--- config.mk ---
export PLATFORM = sky130hd
export DESIGN_NAME = jvm_numeric_conversion_unit
export DESIGN_NICKNAME = d
export VERILOG_FILES = /design/src/hdl/jnc_pkg.sv /design/src/hdl/jvm_numeric_conversion_unit.sv
export SDC_FILE = /design/constraint.sdc
export NUM_CORES = 2
export LEC_CHECK = 0
export BUFFER_PORTS_ARGS = -buffer_cell sky130_fd_sc_hd__buf_4
export CAP_MARGIN = 10
export CORE_ASPECT_RATIO = 0.5
export CORE_MARGIN = 2
export CORE_UTILIZATION = 53
export CTS_BUF_LIST = sky130_fd_sc_hd__clkbuf_4 sky130_fd_sc_hd__clkbuf_8 sky130_fd_sc_hd__clkbuf_16
export DETAILED_ROUTE_END_ITERATION = 8
export PLACE_DENSITY = 0.72
export SLEW_MARGIN = 15
export SYNTH_ARGS = -nofsm -noshare
export SYNTH_HDL_FRONTEND = slang
export SYNTH_SLANG_ARGS = --single-unit
--- constraint.sdc ---
create_clock -name clk -period 18.7 [get_ports clk]
set_input_delay 1.87 -clock clk [delete_from_list [all_inputs] [get_ports clk]]
set_output_delay 1.87 -clock clk [all_outputs]
set_load 0.05 [all_outputs]
--- src/hdl/jnc_pkg.sv ---
// Package: opcodes, result kinds and the decoded operation class of the numeric conversion unit.
package jnc_pkg;
	localparam logic [7:0] OP_I2L = 8'h85;
	localparam logic [7:0] OP_I2F = 8'h86;
	localparam logic [7:0] OP_I2D = 8'h87;
	localparam logic [7:0] OP_I2B = 8'h91;
	localparam logic [7:0] OP_I2C = 8'h92;
	localparam logic [7:0] OP_I2S = 8'h93;
	localparam logic [7:0] OP_D2F = 8'h90;
	localparam logic [7:0] OP_D2I = 8'h8e;
	localparam logic [7:0] OP_D2L = 8'h8f;

	typedef enum logic [1:0] {
		KIND_INT    = 2'd0,
		KIND_LONG   = 2'd1,
		KIND_FLOAT  = 2'd2,
		KIND_DOUBLE = 2'd3
	} kind_t;

	// decoded operation class carried down the pipe
	typedef enum logic [3:0] {
		CLS_I2L, CLS_I2F, CLS_I2D, CLS_I2B, CLS_I2C, CLS_I2S,
		CLS_D2F, CLS_D2I, CLS_D2L, CLS_BAD
	} cls_t;
endpackage

--- src/hdl/jvm_numeric_conversion_unit.sv ---
// Top level: four-stage pipelined JVM int/long/float/double conversion unit.
// A word enters every cycle when the output side keeps up. There are four
// register stages (decode, normalise/align, round, pack), and a word moves
// through them in that order into the output register. The pipe advances as
// a whole whenever the output register is empty or being taken, and holds
// every stage while the output is stalled.
// Input ready is high whenever the pipe can advance, so back-to-back words
// flow at one per cycle when not stalled. Results follow JVM rules: round to
// nearest even for i2f/d2f, truncation with saturation for d2i/d2l, NaN to zero.
module jvm_numeric_conversion_unit (
	input  logic        clk,
	input  logic        arst_n,
	input  logic        in_valid,
	output logic        in_ready,
	input  logic [7:0]  operation,
	input  logic [63:0] operand,
	output logic        out_valid,
	input  logic        out_ready,
	output logic [63:0] result,
	output logic [1:0]  result_kind,
	output logic        unsupported
);
	import jnc_pkg::*;

	logic adv;
	assign adv      = !out_valid || out_ready;
	assign in_ready = adv;

	// ---------------- stage 1: decode, magnitude, field split
	logic        v_s1;
	cls_t        cls_s1;
	logic        sgn_s1;
	logic [31:0] iv_s1;
	logic [31:0] mag_s1;
	logic [10:0] exp_s1;
	logic [51:0] frac_s1;
	cls_t        cls_d;

	always_comb begin
		case (operation)
			OP_I2L:  cls_d = CLS_I2L;
			OP_I2F:  cls_d = CLS_I2F;
			OP_I2D:  cls_d = CLS_I2D;
			OP_I2B:  cls_d = CLS_I2B;
			OP_I2C:  cls_d = CLS_I2C;
			OP_I2S:  cls_d = CLS_I2S;
			OP_D2F:  cls_d = CLS_D2F;
			OP_D2I:  cls_d = CLS_D2I;
			OP_D2L:  cls_d = CLS_D2L;
			default: cls_d = CLS_BAD;
		endcase
	end

	always_ff @(posedge clk or negedge arst_n) begin
		if (!arst_n) begin
			v_s1 <= 1'b0;
		end else if (adv) begin
			v_s1 <= in_valid;
		end
	end

	always_ff @(posedge clk) begin
		if (adv) begin
			cls_s1  <= cls_d;
			iv_s1   <= operand[31:0];
			sgn_s1  <= (cls_d == CLS_D2F || cls_d == CLS_D2I || cls_d == CLS_D2L)
				? operand[63] : operand[31];
			mag_s1  <= operand[31] ? (32'd0 - operand[31:0]) : operand[31:0];
			exp_s1  <= operand[62:52];
			frac_s1 <= operand[51:0];
		end
	end

	// ---------------- stage 2: leading one / normalise ints, align doubles
	logic [4:0]  lz_c;
	logic [31:0] nrm_c;
	logic        found;
	always_comb begin
		lz_c  = 5'd0;
		found = 1'b0;
		for (int i = 31; i >= 0; i--) begin
			if (!found && mag_s1[i]) begin
				lz_c  = 5'(31 - i);
				found = 1'b1;
			end
		end
		nrm_c = mag_s1 << lz_c;
	end

	// double side: d2f shift amount and d2i/d2l alignment
	logic signed [12:0] ee_c;
	logic [52:0]        m_c;
	logic [6:0]         sh_c;
	logic [115:0]       al_c;   // mantissa placed so integer part sits in [115:52]
	always_comb begin
		ee_c = $signed({2'b00, exp_s1}) - 13'sd1023;
		m_c  = {1'b1, frac_s1};
		// d2f subnormal path right shift: 29 + (-126 - E), clipped at 63
		if (ee_c >= -13'sd126)
			sh_c = 7'd29;
		else if (ee_c < -13'sd160)
			sh_c = 7'd63;
		else
			sh_c = 7'(13'sd29 - 13'sd126 - ee_c);
		// integer alignment: value = m * 2^(E-52); binary point sits below bit 52
		if (ee_c >= 13'sd0 && ee_c <= 13'sd63)
			al_c = {63'd0, m_c} << ee_c[5:0];
		else
			al_c = '0;
	end

	logic        v_s2;
	cls_t        cls_s2;
	logic        sgn_s2;
	logic [31:0] iv_s2;
	logic [31:0] nrm_s2;
	logic [4:0]  lz_s2;
	logic        izero_s2;
	logic [10:0] exp_s2;
	logic [51:0] frac_s2;
	logic signed [12:0] ee_s2;
	logic [6:0]  sh_s2;
	logic [63:0] ipart_s2;

	always_ff @(posedge clk or negedge arst_n) begin
		if (!arst_n) begin
			v_s2 <= 1'b0;
		end else if (adv) begin
			v_s2 <= v_s1;
		end
	end

	always_ff @(posedge clk) begin
		if (adv) begin
			cls_s2   <= cls_s1;
			sgn_s2   <= sgn_s1;
			iv_s2    <= iv_s1;
			nrm_s2   <= nrm_c;
			lz_s2    <= lz_c;
			izero_s2 <= (mag_s1 == 32'd0);
			exp_s2   <= exp_s1;
			frac_s2  <= frac_s1;
			ee_s2    <= ee_c;
			sh_s2    <= sh_c;
			ipart_s2 <= al_c[115:52];
		end
	end

	// ---------------- stage 3: rounding
	// i2f: 24-bit significand from normalised word, round on low 8 bits
	logic [24:0] fk_c;
	logic        frnd;
	always_comb begin
		frnd = nrm_s2[7] && ((nrm_s2[6:0] != 7'd0) || nrm_s2[8]);
		fk_c = {1'b0, nrm_s2[31:8]} + {24'd0, frnd};
	end

	// d2f: shift mantissa right by sh with round to nearest even
	logic [52:0]  dm_c;
	logic [116:0] dsh_c;
	logic [53:0]  dkeep_c;
	logic         dhalf, dsticky, drnd;
	logic [53:0]  dk_c;
	always_comb begin
		dm_c    = {1'b1, frac_s2};
		dsh_c   = {dm_c, 64'd0} >> sh_s2;
		dkeep_c = {1'b0, dsh_c[116:64]};
		dhalf   = dsh_c[63];
		dsticky = dsh_c[62:0] != 63'd0;
		drnd    = dhalf && (dsticky || dkeep_c[0]);
		dk_c    = dkeep_c + {53'd0, drnd};
	end

	// d2i/d2l saturation decisions
	logic        nan_c, ovf32_c, ovf64_c, tiny_c;
	always_comb begin
		nan_c   = (exp_s2 == 11'h7ff) && (frac_s2 != 52'd0);
		tiny_c  = (exp_s2 == 11'd0) || (ee_s2 < 13'sd0);
		ovf32_c = ee_s2 >= 13'sd31;
		ovf64_c = ee_s2 >= 13'sd63;
	end

	logic        v_s3;
	cls_t        cls_s3;
	logic        sgn_s3;
	logic [31:0] iv_s3;
	logic [31:0] nrm_s3;
	logic [4:0]  lz_s3;
	logic        izero_s3;
	logic [10:0] exp_s3;
	logic [51:0] frac_s3;
	logic signed [12:0] ee_s3;
	logic [24:0] fk_s3;
	logic [53:0] dk_s3;
	logic [63:0] ipart_s3;
	logic        nan_s3, tiny_s3, ovf32_s3, ovf64_s3;

	always_ff @(posedge clk or negedge arst_n) begin
		if (!arst_n) begin
			v_s3 <= 1'b0;
		end else if (adv) begin
			v_s3 <= v_s2;
		end
	end

	always_ff @(posedge clk) begin
		if (adv) begin
			cls_s3   <= cls_s2;
			sgn_s3   <= sgn_s2;
			iv_s3    <= iv_s2;
			nrm_s3   <= nrm_s2;
			lz_s3    <= lz_s2;
			izero_s3 <= izero_s2;
			exp_s3   <= exp_s2;
			frac_s3  <= frac_s2;
			ee_s3    <= ee_s2;
			fk_s3    <= fk_c;
			dk_s3    <= dk_c;
			ipart_s3 <= ipart_s2;
			nan_s3   <= nan_c;
			tiny_s3  <= tiny_c;
			ovf32_s3 <= ovf32_c;
			ovf64_s3 <= ovf64_c;
		end
	end

	// ---------------- stage 4: pack into output register
	logic [63:0] res_c;
	kind_t       kind_c;
	logic        bad_c;
	logic [7:0]  fe_c;
	logic [5:0]  pos_c;
	logic [63:0] mag_c;
	logic signed [12:0] de_c;

	always_comb begin
		res_c  = '0;
		kind_c = KIND_INT;
		bad_c  = 1'b0;
		pos_c  = 6'd31 - {1'b0, lz_s3};
		fe_c   = '0;
		mag_c  = '0;
		de_c   = ee_s3;
		case (cls_s3)
			CLS_I2L: begin
				res_c  = {{32{iv_s3[31]}}, iv_s3};
				kind_c = KIND_LONG;
			end
			CLS_I2F: begin
				kind_c = KIND_FLOAT;
				if (!izero_s3) begin
					if (fk_s3[24])
						fe_c = 8'(8'd128 + pos_c);
					else
						fe_c = 8'(8'd127 + pos_c);
					res_c = {32'd0, sgn_s3, fe_c,
						fk_s3[24] ? fk_s3[23:1] : fk_s3[22:0]};
				end
			end
			CLS_I2D: begin
				kind_c = KIND_DOUBLE;
				if (!izero_s3)
					res_c = {sgn_s3, 11'(11'd1023 + {5'd0, pos_c}), nrm_s3[30:0], 21'd0};
			end
			CLS_I2B: res_c = {32'd0, {24{iv_s3[7]}}, iv_s3[7:0]};
			CLS_I2C: res_c = {48'd0, iv_s3[15:0]};
			CLS_I2S: res_c = {32'd0, {16{iv_s3[15]}}, iv_s3[15:0]};
			CLS_D2F: begin
				kind_c = KIND_FLOAT;
				if (exp_s3 == 11'h7ff) begin
					res_c = {32'd0, sgn_s3, 8'hff,
						(frac_s3 != 52'd0), frac_s3[50:29] | {22{1'b0}}};
					if (frac_s3 != 52'd0)
						res_c[22] = 1'b1;
					if (frac_s3 != 52'd0)
						res_c[21:0] = frac_s3[50:29];
				end else if (exp_s3 == 11'd0) begin
					res_c = {32'd0, sgn_s3, 31'd0};
				end else if (ee_s3 >= -13'sd126) begin
					if (dk_s3[24])
						de_c = ee_s3 + 13'sd1;
					if (de_c > 13'sd127)
						res_c = {32'd0, sgn_s3, 8'hff, 23'd0};
					else
						res_c = {32'd0, sgn_s3, 8'(de_c + 13'sd127),
							dk_s3[24] ? dk_s3[23:1] : dk_s3[22:0]};
				end else begin
					// subnormal or zero; a carry into bit 23 lands in the exponent
					res_c = {32'd0, sgn_s3, dk_s3[30:0]};
				end
			end
			CLS_D2I: begin
				if (nan_s3 || tiny_s3)
					res_c = '0;
				else begin
					if (ovf32_s3)
						mag_c = sgn_s3 ? 64'h8000_0000 : 64'h7fff_ffff;
					else
						mag_c = ipart_s3;
					if (sgn_s3)
						mag_c = 64'd0 - mag_c;
					res_c = {32'd0, mag_c[31:0]};
				end
			end
			CLS_D2L: begin
				kind_c = KIND_LONG;
				if (!(nan_s3 || tiny_s3)) begin
					if (ovf64_s3)
						mag_c = sgn_s3 ? 64'h8000_0000_0000_0000 : 64'h7fff_ffff_ffff_ffff;
					else
						mag_c = ipart_s3;
					if (sgn_s3)
						mag_c = 64'd0 - mag_c;
					res_c = mag_c;
				end
			end
			default: bad_c = 1'b1;
		endcase
	end

	always_ff @(posedge clk or negedge arst_n) begin
		if (!arst_n) begin
			out_valid <= 1'b0;
		end else if (adv) begin
			out_valid <= v_s3;
		end
	end

	always_ff @(posedge clk) begin
		if (adv) begin
			result      <= res_c;
			result_kind <= kind_c;
			unsupported <= bad_c;
		end
	end

`ifndef SYNTHESIS
	// stalled output word must hold
	a_hold: assert property (@(posedge clk) disable iff (!arst_n)
		out_valid && !out_ready |=> out_valid && $stable(result))
		else $error("output word changed while stalled");
	// unsupported words carry zero
	a_bad_zero: assert property (@(posedge clk) disable iff (!arst_n)
		out_valid && unsupported |-> result == 64'd0 && result_kind == KIND_INT)
		else $error("unsupported word not zero");
	// 32-bit kinds leave the upper half clear
	a_upper: assert property (@(posedge clk) disable iff (!arst_n)
		out_valid && (result_kind == KIND_INT || result_kind == KIND_FLOAT)
		|-> result[63:32] == 32'd0)
		else $error("upper half set on 32-bit kind");
	// a word accepted with the pipe moving reaches stage one
	a_enter: assert property (@(posedge clk) disable iff (!arst_n)
		in_valid && in_ready |=> v_s1)
		else $error("accepted word lost at stage one");
`endif
endmodule
# After elaboration in Yosys (flattened, before gate mapping)
# Index checks and enable logic that the tools add are counted.
[op_classes]
addsub = 13
order_cmp = 9
n_eq_ne = 22
shift = 3
mux = 96
reduce_logical = 86
[ops]
columns = ["operator", "count"]
rows = [
  ["64-bit one-hot mux with 9 select lines", 1],
  ["64-bit 2-to-1 mux", 7],
  ["32-bit 2-to-1 mux", 7],
  ["31-bit 2-to-1 mux", 5],
  ["5-bit 2-to-1 mux", 30],
  ["117-bit by 7-bit >> shifter with 95-bit output", 1],
  ["53-bit by 6-bit << shifter with 116-bit output", 1],
  ["52-bit nonzero test", 2],
  ["8-bit == test, second input constant", 9],
  ["13-bit 2-to-1 mux", 5],
  ["1-bit by 32-bit subtractor with 32-bit output, first input constant", 2],
  ["1-bit by 64-bit subtractor with 64-bit output, first input constant", 1],
  ["63-bit nonzero test", 1],
  ["23-bit 2-to-1 mux", 2],
  ["4-bit one-hot mux with 9 select lines", 1],
  ["1-bit logical AND", 35],
  ["1-bit 2-to-1 mux", 35],
  ["1-bit zero test", 32],
  ["32-bit zero test", 1],
  ["32-bit by 5-bit << shifter with 32-bit output", 1],
  ["31-bit by 1-bit adder with 31-bit output", 1],
  ["24-bit by 1-bit adder with 25-bit output", 1],
  ["4-bit by 3-bit == test with 1-bit output, second input constant", 6],
  ["12-bit by 8-bit >= comparator with 1-bit output, second input constant", 2],
  ["28 further kinds", 40],
]
[totals]
reg_bits = 697
in_bits = 76
output_inout_bits = 69
word_cells = 271

# Depth between registers and ports, before layout
[depth]
ltp_word = 95
depth_mapped = 20
mapped_depth_nobuf = 14

# Worst setup path before layout
# OpenSTA, ideal clock, no wires.
[synth_timing]
path_type = "input -> register"
from = "input port out_ready"
to = "register v_s1"
setup_time_ps = 145
t_arrival_ps = 18445
required_time_ps = 18555
slack_ps = 110
cell_stages = 2
n_path_buf = 0
cell_sequence = "nand2b_1 > mux2_2"
[synth_between]
elab_chain_cells = 1
[synth_lines]
columns = ["element", "line", "rtl"]
rows = [
  ["from (decl)", "jvm_numeric_conversion_unit.sv:18", "input logic out_ready,"],
  ["1-bit logical OR", "jvm_numeric_conversion_unit.sv:26", "assign adv = !out_valid || out_ready;"],
  ["to (signal assigned)", "jvm_numeric_conversion_unit.sv:58", "v_s1 <= in_valid;"],
  ["to (decl)", "jvm_numeric_conversion_unit.sv:30", "logic v_s1;"],
]
# No other way between the ends.
# A chain may end at the register's enable or synchronous reset.

# Worst setup path in the final report
[layout_timing]
from = "register sgn_s3"
to = "register result[56] (data pin)"
[layout_between]
elab_chain_cells = 8
[layout_lines]
columns = ["element", "line", "rtl"]
rows = [
  ["from (decl)", "jvm_numeric_conversion_unit.sv:185", "logic sgn_s3;"],
  ["from (signal assigned)", "jvm_numeric_conversion_unit.sv:209", "sgn_s3 <= sgn_s2;"],
  ["64-bit 2-to-1 mux", "jvm_numeric_conversion_unit.sv:309", "mag_c = sgn_s3 ? 64'h8000_0000_0000_0000 : 64'h7fff_ffff_ffff_ffff;"],
  ["64-bit 2-to-1 mux", "jvm_numeric_conversion_unit.sv:308", "if (ovf64_s3)"],
  ["64-bit 2-to-1 mux", "jvm_numeric_conversion_unit.sv:307", "if (!(nan_s3 || tiny_s3)) begin"],
  ["64-bit 2-to-1 mux", "jvm_numeric_conversion_unit.sv:244", "case (cls_s3)"],
  ["1-bit by 64-bit subtractor with 64-bit output", "jvm_numeric_conversion_unit.sv:313", "mag_c = 64'd0 - mag_c;"],
  ["64-bit 2-to-1 mux (*)", "jvm_numeric_conversion_unit.sv:312", "if (sgn_s3)"],
  ["64-bit 2-to-1 mux (*)", "jvm_numeric_conversion_unit.sv:307", ""],
  ["64-bit one-hot mux with 9 select lines (*)", "jvm_numeric_conversion_unit.sv:244", ""],
  ["to (signal assigned)", "jvm_numeric_conversion_unit.sv:331", "result <= res_c;"],
  ["to (decl)", "jvm_numeric_conversion_unit.sv:19", "output logic [63:0] result,"],
]
# Every way passes the cells marked *; elsewhere a longest branch is shown, timed or not. The select of a mux whose other input is x is not followed.

==> run metrics <==
GRT overflow=0; syn_area_per_cell=10.5 µm²; largest net degree at the start of global routing=190; CP required=19.05 ns; H-tree levels=2; fmax=0.171 GHz; # nets final=3609; Finish-stage setup viols=0; Worst-Margin Slew=1.40 ns; Netlist cell types=93; reg2reg path depth=14; Mapped Area=36800 µm²; chip height=190 µm; most frequent cells in the layout=596 x edfxtp_1, 366 x nor2_1, 337 x nand2_1; Sw Share=44.1%; post-synth net total=3595; # DRC=0; via count=31.8k; clock power share=19.5%; GRT Total Usage=39.4%; kind of start point of the critical path=flop; Num CTS Buffers=54; Post-synth ARST share=0.667%; Arr. time, crit path=6.19 ns; Post-Synthesis Cells=3505; core box area=68800 µm²; sequential share of power=43.6%; top cell type by total area after synthesis=edfxtp_1; CP Capture Type=flop; Yosys reg bits=600; total power=0.00620 W; reg-to-reg endpoint=result[56]; Root Buffer=clkbuf_16; top cells by area, synth=edfxtp_1 49%, mux4_2 5.6%, mux2i_1 4.3%; clock sinks=600; IO Pins=145; initial antenna violation count=7; max_cap viols=0; DPL Wire Length=109000 µm; Core Util, Final=58.8%; Clk pin slew, worst setup/hold paths=0.07 ns; Post-CTS Resized=0; Max-slew headroom=6.57%; share of the synthesized area in the top cell type=48.6%; PortBufs=144; RSZ-0062 raised after global routing=false; Hold Path Class=reg2reg; Final Skew=0.0380 ns; CP Max Fanout=58; combinational power share=36.9%; NetSw=0.00274 W; Die W=377 µm; Setup crit end=result[56]; Die ar.=71800 µm²; Leak=14.5 nW; R2R Path Start=sgn_s3; Synth Warn #=0; drt initial violations=5715; Worst-Skew Late Latency=0.65 ns; Tmin final=5.84 ns; Setup CP Type=reg2reg; setup bufs post-CTS=0; via density per instance=7.10; drt total wl=143000 µm; Most used DFF post-synth=edfxtp_1; Hold Fails Final Rpt=0; wire per inst=32.0 µm; clk buf depth=3; fin crit share=31.2%; status=complete, no violations; Power Density=153 nW/µm²; CTS tree=yes; Post-synth EDFFs=596; max-slew violations=0; vias in the first global route=28.1k; drt first pass iters=7; Final GP Congestion=1.06; Filler Cell Count=5779; num rows=68; Int Pwr=0.00346 W; share of layout cells above drive strength 1=13.6%; commonest non-fill, non-tap cell in the layout=edfxtp_1; register area share after synthesis=48.9%; DRT antenna net count=0; Critical Path Start=sgn_s3; global-route wire length before repair=203000 µm; Final Hold Slack=0.417 ns; # hold bufs at CTS=0; Final TNS setup=0 ns; VDD IR-drop max=0.119 mV; Initial Util=53.5%; reg2reg setup slack=12.86 ns; area delta synth->final=9.84%
## metrics by stage
stage | cell area [µm²] | instances | setup slack (ns)
after global placement | 38500 | 4372 | 12.58
after floorplan | 36800 | 3505 | 0.110
after global routing | 40500 | 4474 | 12.53
after detailed placement | 38500 | 4372 | 12.46
final | 40500 | 4480 | 12.86
after CTS | 40400 | 4473 | 13.10
## final cells by class
| class | count | area (µm²) | share of cell area (%) |
|---|---|---|---|
| antenna | 6 | 15.0 | 0.0371 |
| clock buffer | 56 | 1370 | 3.38 |
| clock inverter | 45 | 551 | 1.36 |
| inverter | 69 | 259 | 0.640 |
| multi-input combinational | 2593 | 17600 | 43.5 |
| sequential | 600 | 18000 | 44.5 |
| tap | 910 | 1140 | 2.81 |
| timing repair buffer | 201 | 1520 | 3.76 |
## kinds of logic (layout without fill, tap and decap cells)
| logic type | after synthesis | count (layout) | share of synthesized area (%) |
|---|---|---|---|
| simple gates | 1201 | 1201 | 15.4 |
| compound gates | 953 | 953 | 16.8 |
| flops | 600 | 600 | 48.9 |
| buf+inv | 312 | 371 | 3.57 |
| other cells | 0 | 6 | 0 |
| fa+ha+maj | 14 | 14 | 0.475 |
| mux | 308 | 308 | 12.1 |
| xor+xnor | 117 | 117 | 2.78 |
## synth_stat cells (all sizes together) (22+ instances only)
master,instances
a211oi,42
a21oi,230
a221oi,27
a22oi,31
a31oi,30
and3,39
buf,68
clkbuf,175
edfxtp,596
inv,64
mux2,45
mux2i,160
mux4,103
nand2,337
nand2b,29
nand3,96
nand4,33
nor2,366
nor2b,26
nor3,102
nor4,56
o211ai,39
o21ai,259
o221ai,45
o22ai,39
o31ai,23
or3,22
xnor2,86
xor2,31
## worst max-delay path: stages, from the launching register on
cell,delay (ns)
edfxtp_1,0.41
buf_4,0.43
buf_4,0.57
nand2_1,0.61
o21ai_0,0.30
ha_1,0.22
o21ai_0,0.25
nor4b_1,0.96
and3_1,0.57
o21a_1,0.30
nand3_1,0.20
o41ai_1,0.38
xnor2_1,0.10
nor2_1,0.10
o221ai_1,0.11
## layer usage
| metal | vias to the layer above | share of wire (%) | wire length, µm | global-route usage, % |
|---|---|---|---|---|
| li1 | 13600 | - | - | - |
| met1 | 15700 | 43 | 62100 | 61.2 |
| met2 | 2281 | 38 | 53900 | 49.7 |
| met3 | 206 | 17 | 24900 | 18.0 |
| met4 | 6 | 1.7 | 2470 | 6.37 |
| met5 | - | 0.026 | 37 | 0 |
## how the worst min path moves through the flow
stage | start | endpoint | slack [ns] | cells past startpoint
floorplan | cls_s1[0] | cls_s2[0] | 0.40 | 0
global placement | cls_s1[2] | cls_s2[2] | 0.40 | 0
detailed placement | ipart_s2[39] | ipart_s3[39] | 0.40 | 0
CTS | ipart_s2[39] | ipart_s3[39] | 0.42 | 0
global route | cls_s1[3] | cls_s2[3] | 0.43 | 0
finish | ipart_s2[39] | ipart_s3[39] | 0.42 | 0
## power by group through the flow
stage / Sequential (W) / Combinational [W] / Clock (W)
after floorplan: 0.00263 / 0.00148 / 0
after global placement: 0.00264 / 0.00220 / 0
after detailed placement: 0.00266 / 0.00221 / 0
after CTS: 0.00263 / 0.00222 / 0.00121
after global routing: 0.00270 / 0.00243 / 0.00126
final: 0.00270 / 0.00229 / 0.00121
## registers in the layout (all words and copies together), names as in the netlist, 32 cells and up
name and count:
ipart_s3 64, ipart_s2 64, nrm_s2 32, result 64
No activity file was read; power rests on OpenSTA's default activity.
